## src/rtl/dc_motor_power_linearizer_macros.svh

```systemverilog
// assertion macros for the motor power linearizer
`ifndef DC_MOTOR_POWER_LINEARIZER_MACROS_SVH
`define DC_MOTOR_POWER_LINEARIZER_MACROS_SVH

`ifndef ASSERT_OFF
`define ASSERT_IMPLY(label, clk, rstn, cond, prop) \
    label: assert property (@(posedge clk) disable iff (!(rstn)) (cond) |-> (prop)) \
        else $error("assertion failed");
`define ASSERT_NEXT(label, clk, rstn, cond, prop) \
    label: assert property (@(posedge clk) disable iff (!(rstn)) (cond) |=> (prop)) \
        else $error("assertion failed");
`else
`define ASSERT_IMPLY(label, clk, rstn, cond, prop)
`define ASSERT_NEXT(label, clk, rstn, cond, prop)
`endif

`endif

```

## src/rtl/dcmpl_pkg.sv

```systemverilog
`timescale 1ns / 1ps

package dcmpl_pkg;

    localparam int TABLE_LEN  = 11;
    localparam int SEG_W      = 4;
    localparam int RPM_W      = 10;
    localparam int POWER_W    = 7;
    localparam int PE_W       = 4;
    localparam int DEN_W      = 8;
    localparam int NUM_W      = 15;
    localparam int PROD_W     = 19;
    localparam int DIVIDEND_W = 26;
    localparam int DIVISOR_W  = 18;
    localparam int DUTY_W     = 8;
    localparam int CNT_W      = $clog2(DUTY_W);

    localparam logic [POWER_W-1:0] INIT_POWER = 7'd30;
    localparam logic [POWER_W-1:0] POWER_MAX  = 7'd100;
    localparam logic [POWER_W-1:0] POWER_KNEE = 7'd10;
    localparam logic [RPM_W-1:0]   RPM_BASE   = 10'd250;
    localparam logic [SEG_W-1:0]   SEG_FIRST  = 4'd1;
    localparam logic [SEG_W-1:0]   SEG_LAST   = 4'd10;
    localparam logic [DUTY_W-1:0]  PWM_FULL   = 8'd255;
    localparam logic [DIVISOR_W-1:0] DEN_SCALE = 18'd1000;

    typedef logic [RPM_W-1:0] rpm_t;

    // rpm in tenths at powers 0, 10, ..., 100
    localparam rpm_t FWD_RPM10 [TABLE_LEN] = '{
        10'd0, 10'd0, 10'd0, 10'd225, 10'd354, 10'd457,
        10'd582, 10'd658, 10'd682, 10'd697, 10'd712
    };
    localparam rpm_t REV_RPM10 [TABLE_LEN] = '{
        10'd0, 10'd0, 10'd38, 10'd83, 10'd152, 10'd192,
        10'd299, 10'd486, 10'd585, 10'd655, 10'd713
    };

    typedef enum logic [1:0] {
        OP_SET_POWER = 2'd0,
        OP_SET_MODE  = 2'd1,
        OP_REINIT    = 2'd2
    } opcode_t;

    typedef enum logic [1:0] {
        MODE_NORMAL  = 2'd0,
        MODE_REVERSE = 2'd1,
        MODE_COAST   = 2'd2,
        MODE_BRAKE   = 2'd3
    } mode_t;

    typedef enum logic [2:0] {
        ST_IDLE,
        ST_WALK,
        ST_NUM,
        ST_PROD,
        ST_DIVGO,
        ST_DIV,
        ST_OUT
    } state_t;

    typedef struct packed {
        logic [1:0]         opcode;
        logic signed [7:0]  motor_index;
        logic signed [15:0] command_value;
    } in_item_t;

    typedef struct packed {
        logic              motor_id;
        logic              direction_pin;
        logic [DUTY_W-1:0] pwm_duty;
    } out_item_t;

    typedef struct packed {
        logic busy;
        logic done;
    } div_status_t;

    function automatic rpm_t rpm_entry(input logic rev, input logic [SEG_W-1:0] idx);
        rpm_t val;
        val = '0;
        if (idx < SEG_W'(TABLE_LEN)) begin
            val = rev ? REV_RPM10[idx] : FWD_RPM10[idx];
        end
        return val;
    endfunction

endpackage

```

## src/rtl/dcmpl_div.sv

```systemverilog
`timescale 1ns / 1ps

module dcmpl_div (
    input  logic                              aclk,
    input  logic                              aresetn,
    input  logic                              start,
    input  logic [dcmpl_pkg::DIVIDEND_W-1:0]  dividend,
    input  logic [dcmpl_pkg::DIVISOR_W-1:0]   divisor,
    output logic [dcmpl_pkg::DUTY_W-1:0]      quotient,
    output dcmpl_pkg::div_status_t            status
);
    import dcmpl_pkg::*;

    logic [DIVIDEND_W-1:0] rem_reg, rem_next;
    logic [DIVISOR_W-1:0]  dvs_reg;
    logic [DUTY_W-1:0]     quo_reg, quo_next;
    logic [CNT_W-1:0]      cnt_reg;
    logic                  busy_reg, done_reg;
    logic [DIVIDEND_W-1:0] trial;
    logic                  fits;

    // one restoring step per cycle, msb first
    always_comb begin
        trial    = DIVIDEND_W'(dvs_reg) << cnt_reg;
        fits     = rem_reg >= trial;
        rem_next = fits ? rem_reg - trial : rem_reg;
        quo_next = quo_reg;
        quo_next[cnt_reg] = fits;
    end

    always_ff @(posedge aclk) begin
        if (!aresetn) begin
            busy_reg <= 1'b0;
            done_reg <= 1'b0;
            cnt_reg  <= '0;
        end else begin
            done_reg <= 1'b0;
            if (start) begin
                busy_reg <= 1'b1;
                cnt_reg  <= CNT_W'(DUTY_W - 1);
            end else if (busy_reg) begin
                cnt_reg <= cnt_reg - CNT_W'(1);
                if (cnt_reg == '0) begin
                    busy_reg <= 1'b0;
                    done_reg <= 1'b1;
                end
            end
        end
    end

    always_ff @(posedge aclk) begin
        if (start) begin
            rem_reg <= dividend;
            dvs_reg <= divisor;
            quo_reg <= '0;
        end else if (busy_reg) begin
            rem_reg <= rem_next;
            quo_reg <= quo_next;
        end
    end

    assign quotient    = quo_reg;
    assign status.busy = busy_reg;
    assign status.done = done_reg;

endmodule

```

## src/rtl/dc_motor_power_linearizer.sv

```systemverilog
// sequence: coast, brake and zero power go from the input state straight to the output state;
// otherwise a table walk of one segment per cycle (4 to 10 here) comes first,
// then three setup states and an 8-step restoring divider shared by all items
// throughput: one item at a time; the next input is taken once the result is loaded
// reset: synchronous active-low aresetn; every motor returns to coast at power 30
`timescale 1ns / 1ps
`include "dc_motor_power_linearizer_macros.svh"

module dc_motor_power_linearizer #(
    parameter int MOTOR_COUNT = 2
) (
    input  logic                  aclk,
    input  logic                  aresetn,
    input  logic                  s_valid,
    output logic                  s_ready,
    input  dcmpl_pkg::in_item_t   s_data,
    output logic                  m_valid,
    input  logic                  m_ready,
    output dcmpl_pkg::out_item_t  m_data
);
    import dcmpl_pkg::*;

    localparam int IDX_W = (MOTOR_COUNT > 1) ? $clog2(MOTOR_COUNT) : 1;

    state_t state_reg, state_next;

    logic [POWER_W-1:0] power_reg [MOTOR_COUNT];
    mode_t              mode_reg  [MOTOR_COUNT];

    logic [IDX_W-1:0]   idx_reg;
    mode_t              md_reg;
    logic [RPM_W-1:0]   r_reg;
    logic [PE_W-1:0]    pe_reg;
    logic [SEG_W-1:0]   seg_reg;
    logic [RPM_W-1:0]   lo_reg;
    logic [DEN_W-1:0]   d_reg;
    logic               found_reg;
    logic [NUM_W-1:0]   num_reg;
    logic [DEN_W-1:0]   den_reg;
    logic [PROD_W-1:0]  prod_reg;
    logic               dir_reg;
    logic [DUTY_W-1:0]  duty_reg;
    logic               out_valid_reg;
    out_item_t          out_data_reg;

    logic               accept;
    logic               idx_ok, mode_ok, op_ok, item_ok;
    logic [IDX_W-1:0]   idx;
    logic [POWER_W-1:0] clamp_pw, new_pw;
    mode_t              new_md;
    logic               special;
    logic [DUTY_W-1:0]  special_duty;
    logic [RPM_W-1:0]   new_r;
    logic               rev_sel;
    rpm_t               lo, hi;
    logic               hit;
    logic [16:0]        num_wide;
    logic [SEG_W-1:0]   seg_m1;
    logic               out_free;
    logic               div_start;
    logic [DIVIDEND_W-1:0] div_dividend;
    logic [DIVISOR_W-1:0]  div_divisor;
    logic [DUTY_W-1:0]  div_quo;
    div_status_t        div_stat;

    // input decode
    always_comb begin
        accept  = s_valid && s_ready;
        idx_ok  = !s_data.motor_index[7] && (s_data.motor_index[6:0] < 7'(MOTOR_COUNT));
        mode_ok = !s_data.command_value[15] && (s_data.command_value[14:2] == '0);
        idx     = s_data.motor_index[IDX_W-1:0];
        if (s_data.command_value[15]) begin
            clamp_pw = '0;
        end else if (s_data.command_value > 16'sd100) begin
            clamp_pw = POWER_MAX;
        end else begin
            clamp_pw = s_data.command_value[POWER_W-1:0];
        end
        new_pw = power_reg[idx];
        new_md = mode_reg[idx];
        op_ok  = 1'b0;
        unique case (s_data.opcode)
            OP_SET_POWER: begin
                op_ok  = 1'b1;
                new_pw = clamp_pw;
            end
            OP_SET_MODE: begin
                op_ok  = mode_ok;
                new_md = mode_t'(s_data.command_value[1:0]);
            end
            OP_REINIT: begin
                op_ok  = 1'b1;
                new_pw = INIT_POWER;
                new_md = MODE_COAST;
            end
            default: op_ok = 1'b0;
        endcase
        item_ok = idx_ok && op_ok;
        special = (new_md == MODE_COAST) || (new_md == MODE_BRAKE) || (new_pw == '0);
        special_duty = ((new_md == MODE_BRAKE) || (new_md == MODE_REVERSE)) ? PWM_FULL : '0;
        if (new_pw >= POWER_KNEE) begin
            new_r = RPM_BASE + RPM_W'(new_pw - POWER_KNEE) * RPM_W'(5);
        end else begin
            new_r = RPM_BASE;
        end
    end

    // table walk, numerator terms and divider operands
    always_comb begin
        rev_sel  = (md_reg == MODE_REVERSE);
        seg_m1   = seg_reg - SEG_W'(1);
        lo       = rpm_entry(rev_sel, seg_m1);
        hi       = rpm_entry(rev_sel, seg_reg);
        hit      = (lo <= r_reg) && (r_reg <= hi);
        num_wide = 17'(r_reg - lo_reg) * 17'd10 + 17'(seg_m1) * 17'(d_reg) * 17'd10;
        div_dividend = (DIVIDEND_W'(prod_reg) << 8) - DIVIDEND_W'(prod_reg);
        div_divisor  = DIVISOR_W'(den_reg) * DEN_SCALE;
        out_free     = !out_valid_reg || m_ready;
    end

    // next state
    always_comb begin
        state_next = state_reg;
        unique case (state_reg)
            ST_IDLE: begin
                if (accept && item_ok) begin
                    state_next = special ? ST_OUT : ST_WALK;
                end
            end
            ST_WALK: begin
                if (hit || seg_reg == SEG_LAST) begin
                    state_next = ST_NUM;
                end
            end
            ST_NUM:   state_next = ST_PROD;
            ST_PROD:  state_next = ST_DIVGO;
            ST_DIVGO: state_next = ST_DIV;
            ST_DIV: begin
                if (div_stat.done) begin
                    state_next = ST_OUT;
                end
            end
            ST_OUT: begin
                if (out_free) begin
                    state_next = ST_IDLE;
                end
            end
            default: state_next = ST_IDLE;
        endcase
    end

    // sequencer outputs
    always_comb begin
        s_ready   = 1'b0;
        div_start = 1'b0;
        unique case (state_reg)
            ST_IDLE:  s_ready   = 1'b1;
            ST_DIVGO: div_start = 1'b1;
            default: begin
                s_ready   = 1'b0;
                div_start = 1'b0;
            end
        endcase
    end

    always_ff @(posedge aclk) begin
        if (!aresetn) begin
            state_reg     <= ST_IDLE;
            out_valid_reg <= 1'b0;
            for (int i = 0; i < MOTOR_COUNT; i++) begin
                power_reg[i] <= INIT_POWER;
                mode_reg[i]  <= MODE_COAST;
            end
        end else begin
            state_reg <= state_next;
            if (accept && item_ok) begin
                power_reg[idx] <= new_pw;
                mode_reg[idx]  <= new_md;
            end
            if (state_reg == ST_OUT && out_free) begin
                out_valid_reg <= 1'b1;
            end else if (m_ready) begin
                out_valid_reg <= 1'b0;
            end
        end
    end

    always_ff @(posedge aclk) begin
        if (accept && item_ok) begin
            idx_reg  <= idx;
            md_reg   <= new_md;
            r_reg    <= new_r;
            pe_reg   <= (new_pw < POWER_KNEE) ? PE_W'(new_pw) : PE_W'(POWER_KNEE);
            seg_reg  <= SEG_FIRST;
            dir_reg  <= (new_md == MODE_REVERSE) || (new_md == MODE_BRAKE);
            duty_reg <= special_duty;
        end
        if (state_reg == ST_WALK) begin
            found_reg <= hit;
            lo_reg    <= lo;
            d_reg     <= DEN_W'(hi - lo);
            if (!hit) begin
                seg_reg <= seg_reg + SEG_W'(1);
            end
        end
        if (state_reg == ST_NUM) begin
            if (!found_reg) begin
                num_reg <= '0;
                den_reg <= DEN_W'(1);
            end else if (d_reg == '0) begin
                num_reg <= NUM_W'(seg_m1) * NUM_W'(10);
                den_reg <= DEN_W'(1);
            end else begin
                num_reg <= num_wide[NUM_W-1:0];
                den_reg <= d_reg;
            end
        end
        if (state_reg == ST_PROD) begin
            prod_reg <= PROD_W'(num_reg) * PROD_W'(pe_reg);
        end
        if (state_reg == ST_DIV && div_stat.done) begin
            duty_reg <= (md_reg == MODE_REVERSE) ? PWM_FULL - div_quo : div_quo;
        end
        if (state_reg == ST_OUT && out_free) begin
            out_data_reg.motor_id      <= idx_reg[0];
            out_data_reg.direction_pin <= dir_reg;
            out_data_reg.pwm_duty      <= duty_reg;
        end
    end

    dcmpl_div u_div (
        .aclk     (aclk),
        .aresetn  (aresetn),
        .start    (div_start),
        .dividend (div_dividend),
        .divisor  (div_divisor),
        .quotient (div_quo),
        .status   (div_stat)
    );

    assign m_valid = out_valid_reg;
    assign m_data  = out_data_reg;

    `ASSERT_IMPLY(a_div_done_in_div, aclk, aresetn, div_stat.done, state_reg == ST_DIV)
    `ASSERT_NEXT(a_bad_item_dropped, aclk, aresetn, accept && !item_ok, state_reg == ST_IDLE)
    `ASSERT_IMPLY(a_seg_range, aclk, aresetn, state_reg == ST_WALK, seg_reg >= SEG_FIRST && seg_reg <= SEG_LAST)
    `ASSERT_IMPLY(a_div_busy_in_div, aclk, aresetn, div_stat.busy, state_reg == ST_DIV)

endmodule
```

## config.mk

```make
export PLATFORM = sky130hd
export DESIGN_NAME = dc_motor_power_linearizer
export DESIGN_NICKNAME = d
export VERILOG_FILES = /design/src/rtl/dcmpl_pkg.sv /design/src/rtl/dcmpl_div.sv /design/src/rtl/dc_motor_power_linearizer.sv
export VERILOG_INCLUDE_DIRS = /design/src /design/src/rtl
export SDC_FILE = /design/constraint.sdc
export NUM_CORES = 1
export LEC_CHECK = 0
export BUFFER_PORTS_ARGS = -buffer_cell sky130_fd_sc_hd__buf_2
export CAP_MARGIN = 20
export CORE_MARGIN = 2
export CORE_UTILIZATION = 60
export CTS_BUF_LIST = sky130_fd_sc_hd__clkbuf_4 sky130_fd_sc_hd__clkbuf_8
export CTS_CLUSTER_DIAMETER = 200
export DETAILED_ROUTE_END_ITERATION = 7
export PLACE_DENSITY = 0.83
export SYNTH_ARGS = -nofsm -noshare
export SYNTH_HDL_FRONTEND = slang
export SYNTH_SLANG_ARGS = --single-unit
export TNS_END_PERCENT = 20
```

## constraint.sdc

```tcl
create_clock -name aclk -period 12.3 [get_ports aclk]
set_clock_uncertainty 0.15 [all_clocks]
set_input_delay 1.23 -clock aclk [delete_from_list [all_inputs] [get_ports aclk]]
set_output_delay 1.23 -clock aclk [all_outputs]
set_load 0.02 [all_outputs]
```

# Yosys cells after proc, flatten, opt, wreduce, memory -nomap -nowiden

Memory sizes are Yosys's and may differ from the RTL's.
Cells that the tools add are included.

$add $sub $neg: 11
Multipliers: 7
$lt $le $gt $ge: 13
Equality and inequality tests: 17
Shifts and indexed selects: 1
Muxes and demuxes: 57
Bitwise logic cells: 5
Reduce and logical (&&, ||, !) cells: 34

Operators with widths:

| operator                                                                         | count |
|---|---|
| 10-bit two-way mux                                                               | 12 |
| 26-bit two-way mux                                                               | 3 |
| 8-bit two-way mux                                                                | 5 |
| 26-bit greater-or-equal comparator                                               | 1 |
| 18-bit by 3-bit << shifter with 26-bit output                                    | 1 |
| 26-bit by 19-bit subtractor with 26-bit output                                   | 1 |
| 26-bit subtractor                                                                | 1 |
| 3-bit two-way mux                                                                | 7 |
| 7-bit two-way mux                                                                | 3 |
| 3-bit one-hot mux with 7 select lines                                            | 1 |
| 10-bit less-or-equal comparator                                                  | 2 |
| 15-bit by 4-bit multiplier with 19-bit output                                    | 1 |
| 17-bit by 3-bit multiplier with 14-bit output, second input constant             | 1 |
| 1-bit two-way mux                                                                | 17 |
| 16-bit by 8-bit greater-than comparator with 1-bit output, second input constant | 1 |
| 15-bit adder                                                                     | 1 |
| 8-bit by 7-bit multiplier with 15-bit output, second input constant              | 1 |
| 12-bit by 3-bit multiplier with 14-bit output, second input constant             | 1 |
| 7-bit one-hot mux with 2 select lines                                            | 1 |
| 13-bit zero test                                                                 | 1 |
| 4-bit by 8-bit multiplier with 12-bit output                                     | 1 |
| 4-bit two-way mux                                                                | 3 |
| 10-bit by 10-bit subtractor with 11-bit output                                   | 1 |
| 8-bit by 10-bit adder with 10-bit output, first input constant                   | 1 |
| 43 further kinds                                                                 | 77 |

Bits in registers: 159
RAM bits: 18
Memory bits (read-only): 640
Bits of input ports: 30
Output and inout bits: 12
Word-level logic and storage cells: 176
Memories kept: 6

Memory list:

| name             | words | bits a word | rd ports | clocked after memory_dff | wr ports | RTL line                        | source |
|---|---|---|---|---|---|---|---|
| (name not given) | 16    | 10          | 1        | 0                        | 0        | dcmpl_pkg.sv:83                 | `val = rev ? REV_RPM10[idx] : FWD_RPM10[idx];` |
| (name not given) | 16    | 10          | 1        | 0                        | 0        | dcmpl_pkg.sv:83                 |  |
| (name not given) | 16    | 10          | 1        | 0                        | 0        | dcmpl_pkg.sv:83                 |  |
| (name not given) | 16    | 10          | 1        | 0                        | 0        | dcmpl_pkg.sv:83                 |  |
| power_reg        | 2     | 7           | 1        | 0                        | 2        | dc_motor_power_linearizer.sv:27 | `logic [POWER_W-1:0] power_reg [MOTOR_COUNT];` |
| mode_reg         | 2     | 2           | 1        | 0                        | 2        | dc_motor_power_linearizer.sv:28 | `mode_t mode_reg [MOTOR_COUNT];` |

# Depth between registers and ports, before layout

Gate-level depths: netlist (run 1).

Word-level depth: 12
Gate-level depth with buffers: 30

# Cells and area by module

Synthesis (run 1) repeated with hierarchy kept, for this count alone.

Cells, all modules: 1872
Area, all modules: 17478.0 um^2

By module, submodules not included:

| module                    | instances | cells each | area each (um^2) |
|---|---|---|---|
| dc_motor_power_linearizer | 1         | 1440       | 13341.5 |
| dcmpl_div                 | 1         | 432        | 4136.5 |

# Least setup slack after synthesis (run 1)

No wires, ideal clock.

Path type: flip-flop to flip-flop
Start: register seg_reg[0]
End: register num_reg[14] (data pin)
Setup time: 0.260 ns
Data arrival time: 6.482 ns
Required time: 11.890 ns
Path slack: 5.408 ns
Stages on the path, launching flop included: 29
Clock period less this slack: 6.892 ns
Cells stage by stage: dfxtp_1 > clkbuf_1 > inv_1 > ha_1 > ha_1 > clkbuf_1 > nor2b_1 > fa_1 > inv_1 > fa_1 > inv_1 > ha_1 > and3_1 > a221o_1 > nor2_1 > xnor2_1 > ha_1 > ha_1 > a21oi_1 > o21bai_1 > a21oi_1 > xnor2_1 > ha_1 > nor3_1 > o211ai_1 > a31o_2 > a21oi_1 > nor2_1 > mux2_2

Longest elaborated chain between the ends: 4

RTL lines:

| what                                          | RTL line                         | source |
|---|---|---|
| start: declaration                            | dc_motor_power_linearizer.sv:34  | `logic [SEG_W-1:0] seg_reg;` |
| start signal: assignment                      | dc_motor_power_linearizer.sv:203 | `seg_reg <= seg_reg + SEG_W'(1);` |
| 4-bit by 1-bit subtractor with 4-bit output   | dc_motor_power_linearizer.sv:111 | `seg_m1 = seg_reg - SEG_W'(1);` |
| 4-bit by 8-bit multiplier with 12-bit output  | dc_motor_power_linearizer.sv:115 | `num_wide = 17'(r_reg - lo_reg) * 17'd10 + 17'(seg_m1) * 17'(d_reg) * 17'd10;` |
| 12-bit by 3-bit multiplier with 14-bit output | dc_motor_power_linearizer.sv:115 |  |
| 15-bit adder                                  | dc_motor_power_linearizer.sv:115 |  |
| end signal: assignment                        | dc_motor_power_linearizer.sv:211 | `num_reg <= NUM_W'(seg_m1) * NUM_W'(10);` |
| end signal: assignment                        | dc_motor_power_linearizer.sv:214 | `num_reg <= num_wide[NUM_W-1:0];` |
| end: declaration                              | dc_motor_power_linearizer.sv:38  | `logic [NUM_W-1:0] num_reg;` |

Every way passes these cells.
A chain may end at the register's enable or synchronous reset.

# Worst setup path in the final report (run 1)

Ends and elaborated chain as after synthesis.

==> summary.md, run 1 <==
0 antenna diodes ended up in the layout. Yosys mapped a number of flops with a built-in enable equal to 152. The number of cells on the worst reg-to-reg path is 27. The clock latency on the worst-skew pair is 0.49 ns, and the max-slew violation count is 0.

The register area share after synthesis was 0.296. In this run the worst setup path begins at seg_reg[0]. The number of flip-flops under the largest register name works out to 25. The post-CTS clock slew at the launch and capture registers of the worst setup and hold paths came out at 0.12 ns.

Buffers placed on the I/O ports in this run total 41. The async set-reset flop share out of synthesis works out to 0. The logs give 3.92 ns for the register-to-register setup slack and 0.0179 mm² for the area of all placed cells without fillers.

In this run the standard cell core region covers 0.0277 mm². The number of CTS-inserted buffers came out at 17. Kind of critical path: reg -> reg. Deepest clock path buffer count: 2.

In the post-synthesis netlist, the biggest area contributors are sky130_fd_sc_hd__edfxtp_1, sky130_fd_sc_hd__ha_1, sky130_fd_sc_hd__fa_1. For the total iterations of the first detailed-routing run, the log shows 6. The startpoint identified for the worst register-to-register timing path is seg_reg[0]. The average wire length per cell after detail routing is 16.3 µm. The stage delay of the slowest cell on the critical path is 0.80 ns. The run finished with clean final reports. Post-synthesis area per instance: 9.22 µm².

The timing-limited maximum frequency came out at 0.119 GHz. Setup repair after global routing left no endpoint under its margin. For the count of instances resized after the clock tree is built, the log shows 0.

The logs give 0.645 for the fraction of the core area covered by cells at the end of the flow and 0 for the post-CTS setup buffer count. First-pass GRT wire length: 61.1 mm. For this design, the sink count on the clock tree is 173.

Summing all placed instances gives a cell area of 0.0174 mm². The number of rows created at floorplan is 61, and the die span in y is 172 µm. The tools report the net count after synthesis as 2149. The tools report the cts-stage hold buffer count as 0.

The post-detailed-route count of antenna-violating nets was 0; the final layout net count was 2170. The post-place setup slack is 4.07 ns, and the critical path depth is 27. In this run the critical register-to-register path is captured at num_reg[14]. After layout, the worst setup slack is 3.92 ns. Subtracting the final worst setup slack from the clock period gives 8.38 ns. The die width came out at 172 µm.

Data on the critical path is required at its endpoint by 12.39 ns. The top fanout value on the critical path came out at 24. The leading area contributor after synthesis was sky130_fd_sc_hd__edfxtp_1.

TritonCTS built the clock tree. Arrival time of the worst setup path: 8.46 ns. The Yosys warning count is 0.

The run gives 1828 as the number of standard cells after synthesis. The global-route congestion overflow total was 0. Fraction of final layout cells with drive strength greater than 1: 0.0661. The number of distinct standard cells referenced by the synthesized netlist is 78. Total via count in the routed design: 13200.

After the first detailed-routing iteration, the DRC count stood at 1224. The leading cell type by number of instances after synthesis is sky130_fd_sc_hd__ha_1. The average vias per placed instance came out at 5.91. The worst-margin pin slew was 1.05 ns; the detailed placer's ending HPWL was 28.6 mm.

Number of flip-flops and latches in the synthesized netlist: 173. The worst-path cell with the longest stage delay was sky130_fd_sc_hd__ha_1. For the final routed database, the setup TNS stands at 0 ns. STA classifies the critical path startpoint as a flop.

During I/O placement, the number of pins put on the boundary was 42. STA classifies the critical path endpoint as a flop. The class of the tightest hold or removal check is reg -> reg.

Clock tree synthesis selected as its root buffer the cell sky130_fd_sc_hd__clkbuf_8. Number of antenna violations at the first check in global routing: 0. The DRC violations left is 0, and the synthesis-to-finish area growth is 6.02%. The final hold violation count came out at 0.

Broken down by cell family, the worst path's largest delay share belongs to adder cells. The final wirelength was 36.5 mm. The final cycle utilization of the critical path was 0.681; the total buffers and inverters traversed by the critical path was 4.

The dominant register cell in the synthesized netlist is sky130_fd_sc_hd__edfxtp_1. Max-cap violations in this run came to 0. The cell area that synthesis handed to floorplanning was 0.0169 mm².

Sorting the synthesized cells by how often they occur yields sky130_fd_sc_hd__ha_1, sky130_fd_sc_hd__inv_1, sky130_fd_sc_hd__nand2_1. The run gives 13100 as the via count of the first global-routing pass. The total track usage was 0.256; the normalized max-slew margin was 0.299. In this run the number of H-tree levels came out at 4. The tools report the area of the die as 0.0295 mm². Capture point of the worst path: num_reg[14]. The maximum number of pins on one net before global-route repair was 40. The proportion of netlist area held by the largest area contributor was 0.271; the global placer's final weighted congestion was 0.933. Dominant cell type by count on the critical path: sky130_fd_sc_hd__ha_1. For the initial core utilization, the log shows 0.608.

Setup violations remaining at the end of the flow were counted as 0.
worst min-delay path by stage:
stage / start / endpoint / slack (ns) / depth (start not counted)
floorplan: duty_reg[0] / m_data[0] / 0.25 / 0
detailed placement: duty_reg[3] / m_data[3] / 0.26 / 0
global route: duty_reg[7] / m_data[7] / 0.28 / 0
global placement: duty_reg[0] / m_data[0] / 0.25 / 0
finish: duty_reg[3] / m_data[3] / 0.28 / 0
CTS: duty_reg[7] / m_data[7] / 0.28 / 0
through the flow:
step                      hold slack [ns]  std cells
after detailed placement            0.257       2207
final                               0.284       2240
after CTS                           0.278       2239
after floorplan                     0.250       1828
after global routing                0.280       2240
after global placement              0.252       2207
metal layers:
metal / track usage / vias up / wire length (µm)
li1: - / 6480 / -
met1: 0.314 / 6280 / 15300
met2: 0.466 / 403 / 18500
met3: 0.0324 / 79 / 1810
met4: 0.0789 / 0 / 883
met5: 0 / - / 0
cell families (layout without fill, tap and decap cells):
| kind of cell | count (synthesis) | count (layout) | synth area share |
|---|---|---|---|
| flip-flops | 173 | 173 | 0.296 |
| multiplexers | 42 | 42 | 0.0278 |
| XOR/XNOR | 127 | 127 | 0.0668 |
| adder cells (fa/ha/maj) | 291 | 291 | 0.246 |
| buffers and inverters | 232 | 266 | 0.0519 |
| AO/OA/AOI/OAI | 408 | 408 | 0.154 |
| AND/OR/NAND/NOR | 555 | 555 | 0.157 |
layout make-up:
class	instances	area, µm²
Tap cell	378	473
Sequential cell	173	4980
Timing Repair Buffer	51	280
Multi-Input combinational cell	1423	11000
Clock buffer	17	234
Clock inverter	15	204
Fill cell	2187	9830
Inverter	183	687
worst register-to-register path: stages, from the launching register on:
cell,delay (ns)
sky130_fd_sc_hd__dfxtp_1,0.75
sky130_fd_sc_hd__inv_1,0.37
sky130_fd_sc_hd__ha_1,0.43
sky130_fd_sc_hd__ha_1,0.80
sky130_fd_sc_hd__clkinv_1,0.53
sky130_fd_sc_hd__nand2_1,0.22
sky130_fd_sc_hd__fa_1,0.43
sky130_fd_sc_hd__inv_1,0.09
sky130_fd_sc_hd__fa_1,0.44
sky130_fd_sc_hd__fa_1,0.48
sky130_fd_sc_hd__a21o_1,0.18
sky130_fd_sc_hd__a21oi_1,0.23
sky130_fd_sc_hd__xnor2_1,0.21
sky130_fd_sc_hd__ha_1,0.29
sky130_fd_sc_hd__ha_1,0.34
sky130_fd_sc_hd__inv_1,0.07
sky130_fd_sc_hd__o21bai_1,0.07
sky130_fd_sc_hd__a21oi_1,0.23
sky130_fd_sc_hd__o21bai_1,0.09
sky130_fd_sc_hd__a21oi_1,0.28
sky130_fd_sc_hd__xnor2_1,0.13
sky130_fd_sc_hd__ha_1,0.23
sky130_fd_sc_hd__nor3_1,0.18
sky130_fd_sc_hd__o211ai_1,0.16
sky130_fd_sc_hd__a31o_2,0.28
sky130_fd_sc_hd__a21oi_1,0.18
sky130_fd_sc_hd__nor2_1,0.05
sky130_fd_sc_hd__mux2_2,0.26
cells in the final DEF (no fill, tap or decap), types with 7 or more instances in the layout:
master	synthesis	layout
sky130_fd_sc_hd__a31oi_1	17	17
sky130_fd_sc_hd__and3_1	16	16
sky130_fd_sc_hd__nand2_1	162	162
sky130_fd_sc_hd__a21oi_1	144	144
sky130_fd_sc_hd__xor2_1	31	31
sky130_fd_sc_hd__nor3_1	48	47
sky130_fd_sc_hd__nand4_1	8	8
sky130_fd_sc_hd__clkbuf_8	0	17
sky130_fd_sc_hd__mux2_2	9	9
sky130_fd_sc_hd__edfxtp_1	152	152
sky130_fd_sc_hd__a211oi_1	14	14
sky130_fd_sc_hd__xnor2_1	95	95
sky130_fd_sc_hd__nor4_1	8	8
sky130_fd_sc_hd__o21bai_1	20	20
sky130_fd_sc_hd__mux2i_1	30	30
sky130_fd_sc_hd__a21o_1	31	31
sky130_fd_sc_hd__fa_1	68	68
sky130_fd_sc_hd__or3_1	7	7
sky130_fd_sc_hd__o21a_1	17	17
sky130_fd_sc_hd__o22ai_1	8	8
sky130_fd_sc_hd__or2_2	8	8
sky130_fd_sc_hd__buf_2	3	41
sky130_fd_sc_hd__nand2b_1	14	14
sky130_fd_sc_hd__and2_1	45	45
sky130_fd_sc_hd__nand3_1	30	30
sky130_fd_sc_hd__buf_4	0	9
sky130_fd_sc_hd__nor2_1	145	145
sky130_fd_sc_hd__nor2b_1	50	49
sky130_fd_sc_hd__a21boi_0	8	8
sky130_fd_sc_hd__o21ai_0	78	77
sky130_fd_sc_hd__ha_1	223	223
sky130_fd_sc_hd__dfxtp_1	21	21
sky130_fd_sc_hd__o211ai_1	7	7
sky130_fd_sc_hd__inv_1	180	180
Power of run 1 is not shown: default switching activity piles up to over one toggle a cycle in this logic, so the estimate is an artifact.
==> run 2: changes to the inputs <==
==> constraint.sdc (replaced) <==
create_clock -name aclk -period 7.8 [get_ports aclk]
set_clock_uncertainty 0.15 [all_clocks]
set_input_delay 0.78 -clock aclk [delete_from_list [all_inputs] [get_ports aclk]]
set_output_delay 0.78 -clock aclk [all_outputs]
set_load 0.02 [all_outputs]
==> run 2 against run 1 <==
First-iteration DRC count shrank 10%. Sequential share of layout area shrank 0.093 points. Final cell count up 0.36%. Core utilization increased by 0.22 points. Non-clock buffer count up 8.
==> summary.md, run 2 (synthesized netlist as in run 1, its figures left out) <==
The max-capacitance violation count came out at 0 (unchanged). The worst-margin pin slew came out at 1.00 ns (was 1.05 ns). Post-CTS setup buffer count: 0 (unchanged).

The global placer's final weighted congestion is 0.930 (was 0.933), and the max-slew violation count is 0 (unchanged). The run gives 0.0295 mm² (unchanged) as the area of the die. The number of CTS-inserted buffers is 17 (unchanged). TritonCTS built the clock tree. The number of rows created at floorplan is 61 (unchanged). The cts-stage hold buffer count is 0 (unchanged). The post-detailed-route count of antenna-violating nets came out at 0 (unchanged). The worst-path cell with the longest stage delay is sky130_fd_sc_hd__fa_1 (was sky130_fd_sc_hd__ha_1). The logs give 4 (unchanged) for the maximum level of the CTS H-tree and 37.3 mm (was 36.5 mm) for the final wirelength. The total track usage was 0.261 (was 0.256); the final cycle utilization of the critical path was 0.930 (was 0.681). For the worst hold margin, the log shows 0.276 ns (was 0.284 ns). The run gives 0 (unchanged) as the global-route congestion overflow total. The run gives 40 (unchanged) as the maximum number of pins on one net before global-route repair. The total inserted antenna cells is 0 (unchanged).

The post-CTS clock slew at the launch and capture registers of the worst setup and hold paths works out to 0.13 ns (was 0.12 ns). The timing-limited maximum frequency is 0.138 GHz (was 0.119 GHz), and the stage delay of the slowest cell on the critical path is 0.56 ns (was 0.80 ns). The total iterations of the first detailed-routing run came out at 6 (unchanged). The worst-case reg-to-reg path depth came out at 29 (was 27). The run gives 0.49 ns (about the same) as the clock latency on the worst-skew pair. The normalized max-slew margin is 0.332 (was 0.299). The tools report the critical path capture point type as a flop (unchanged). The run gives 0.608 (unchanged) as the initial core utilization.

The logs give 173 (unchanged) for the number of clock sinks and 2178 (was 2170) for the final layout net count. Class of the tightest hold or removal check: reg -> reg (unchanged). The synthesis-to-finish area growth works out to 6.37% (was 6.02%).

The tools report the type of origin of the critical path as a flop (unchanged). The port buffer count was 41 (unchanged). For the data required time at the worst endpoint, the log shows 7.89 ns (was 12.39 ns). Leading cell type in the layout, fill and taps excluded: sky130_fd_sc_hd__ha_1 (unchanged). The logs give 0 (unchanged) for the count of endpoints failing setup in the final report and 2163 (was 2187) for the number of filler cells placed in the layout. The flow ran to the end, and the final reports show no timing, DRC or antenna violations.

The cell count after placement is 2215 (was 2207). The detailed placer's ending HPWL is 29.2 mm (was 28.6 mm), and the area taken by multi-input logic gates is 0.0110 mm² (unchanged). The die span in y came out at 172 µm (unchanged).

Dominant cell type by count on the critical path: sky130_fd_sc_hd__a21oi_1 (was sky130_fd_sc_hd__ha_1). Kind of critical path: reg -> reg (unchanged). The number of top-level pins was 42 (unchanged); the post-route non-filler standard cell count was 2248 (was 2240). The top fanout value on the critical path works out to 16 (was 24).

The run gives 1099 (was 1224) as the number of DRC markers after the initial detailed-route iteration. The register-to-register setup slack was 0.55 ns (was 3.92 ns). The fraction of final layout cells with drive strength greater than 1 came out at 0.0701 (was 0.0661). The via count of the first global-routing pass was 13300 (was 13100); the total via count in the routed design was 13400 (was 13200).

The tools report the DRC violations left as 0 (unchanged). The number of flip-flops under the largest register name works out to 25 (unchanged). The average vias per placed instance works out to 5.95 (was 5.91).

Final critical path time including I/O delays and setup: 7.25 ns (was 8.38 ns). The tools report the start point of the critical path as seg_reg[0] (unchanged). The startpoint of the worst-slack reg-to-reg timing path is seg_reg[0] (unchanged). The register area is 0.00498 mm² (unchanged), and the fraction of the core area covered by cells at the end of the flow is 0.647 (was 0.645). The tools report the cell at the root of the clock tree as sky130_fd_sc_hd__clkbuf_8 (unchanged). The core area was 0.0277 mm² (unchanged). Setup repair after global routing left no endpoint under its margin. The logs give 0 (unchanged) for the count of instances resized after the clock tree is built and 0 (unchanged) for the final hold violation count. The tools report the capture point of the worst path as num_reg[14] (unchanged). Most used cells in the layout excluding fill and tap cells: sky130_fd_sc_hd__ha_1, sky130_fd_sc_hd__inv_1, sky130_fd_sc_hd__nand2_1, sky130_fd_sc_hd__edfxtp_1, sky130_fd_sc_hd__nor2_1 (unchanged).

The tools report the endpoint of the most critical register-to-register path as num_reg[14] (unchanged). The run gives 61.7 mm (was 61.1 mm) as the first-pass GRT wire length. For the setup TNS, the log shows 0 ns (unchanged). The average wire length per cell after detail routing is 16.6 µm (was 16.3 µm), and the arrival time of the worst setup path is 7.34 ns (was 8.46 ns).

The number of antenna violations at the first check in global routing was 0 (unchanged); the deepest clock path buffer count was 2 (unchanged). Die width: 172 µm (unchanged).
[run 2: layout make-up]
| type | count | share of cell area |
|---|---|---|
| clock inverters | 15 | 0.0115 |
| multi-input cells | 1423 | 0.614 |
| flip-flops and latches | 173 | 0.278 |
| well taps | 378 | 0.0264 |
| repair buffers | 59 | 0.0188 |
| clock buffers | 17 | 0.0130 |
| inverters | 183 | 0.0383 |
[run 2: routing by layer]
metal | global-route usage | share of wire
met3 | 0.0334 | 0.045
met4 | 0.109 | 0.038
met1 | 0.310 | 0.42
met2 | 0.475 | 0.50
met5 | 0 | 0
[run 2: worst min-delay path by stage]
stage / startpoint / to / slack (ns) / cells after the start
2_1_floorplan: duty_reg[0] / m_data[0] / 0.25 / 0
3_3_place_gp: duty_reg[0] / m_data[0] / 0.25 / 0
3_5_place_dp: duty_reg[5] / m_data[5] / 0.26 / 0
4_1_cts: duty_reg[4] / m_data[4] / 0.28 / 0
5_1_grt: duty_reg[5] / m_data[5] / 0.30 / 0
6_report: duty_reg[4] / m_data[4] / 0.28 / 0
[run 2: through the flow]
step                      area (µm²)  worst slack (ns)
after global routing           17900            0.0429
final                          17900             0.546
after CTS                      17900             0.616
after detailed placement       17500             0.655
after global placement         17500             0.856
after floorplan                16900             0.908
[run 2: worst max-delay path: cells and delay by family, from the launching register on]
family                   cells  cell delay (ns)
adder cells (fa/ha/maj)      6             2.43
buffers and inverters        6             1.11
XOR/XNOR                     3             0.48
multiplexers                 1             0.26
flip-flops                   1             0.48
AO/OA/AOI/OAI                9             1.69
AND/OR/NAND/NOR              4             0.40
Power of run 2 is left out for the same reason.
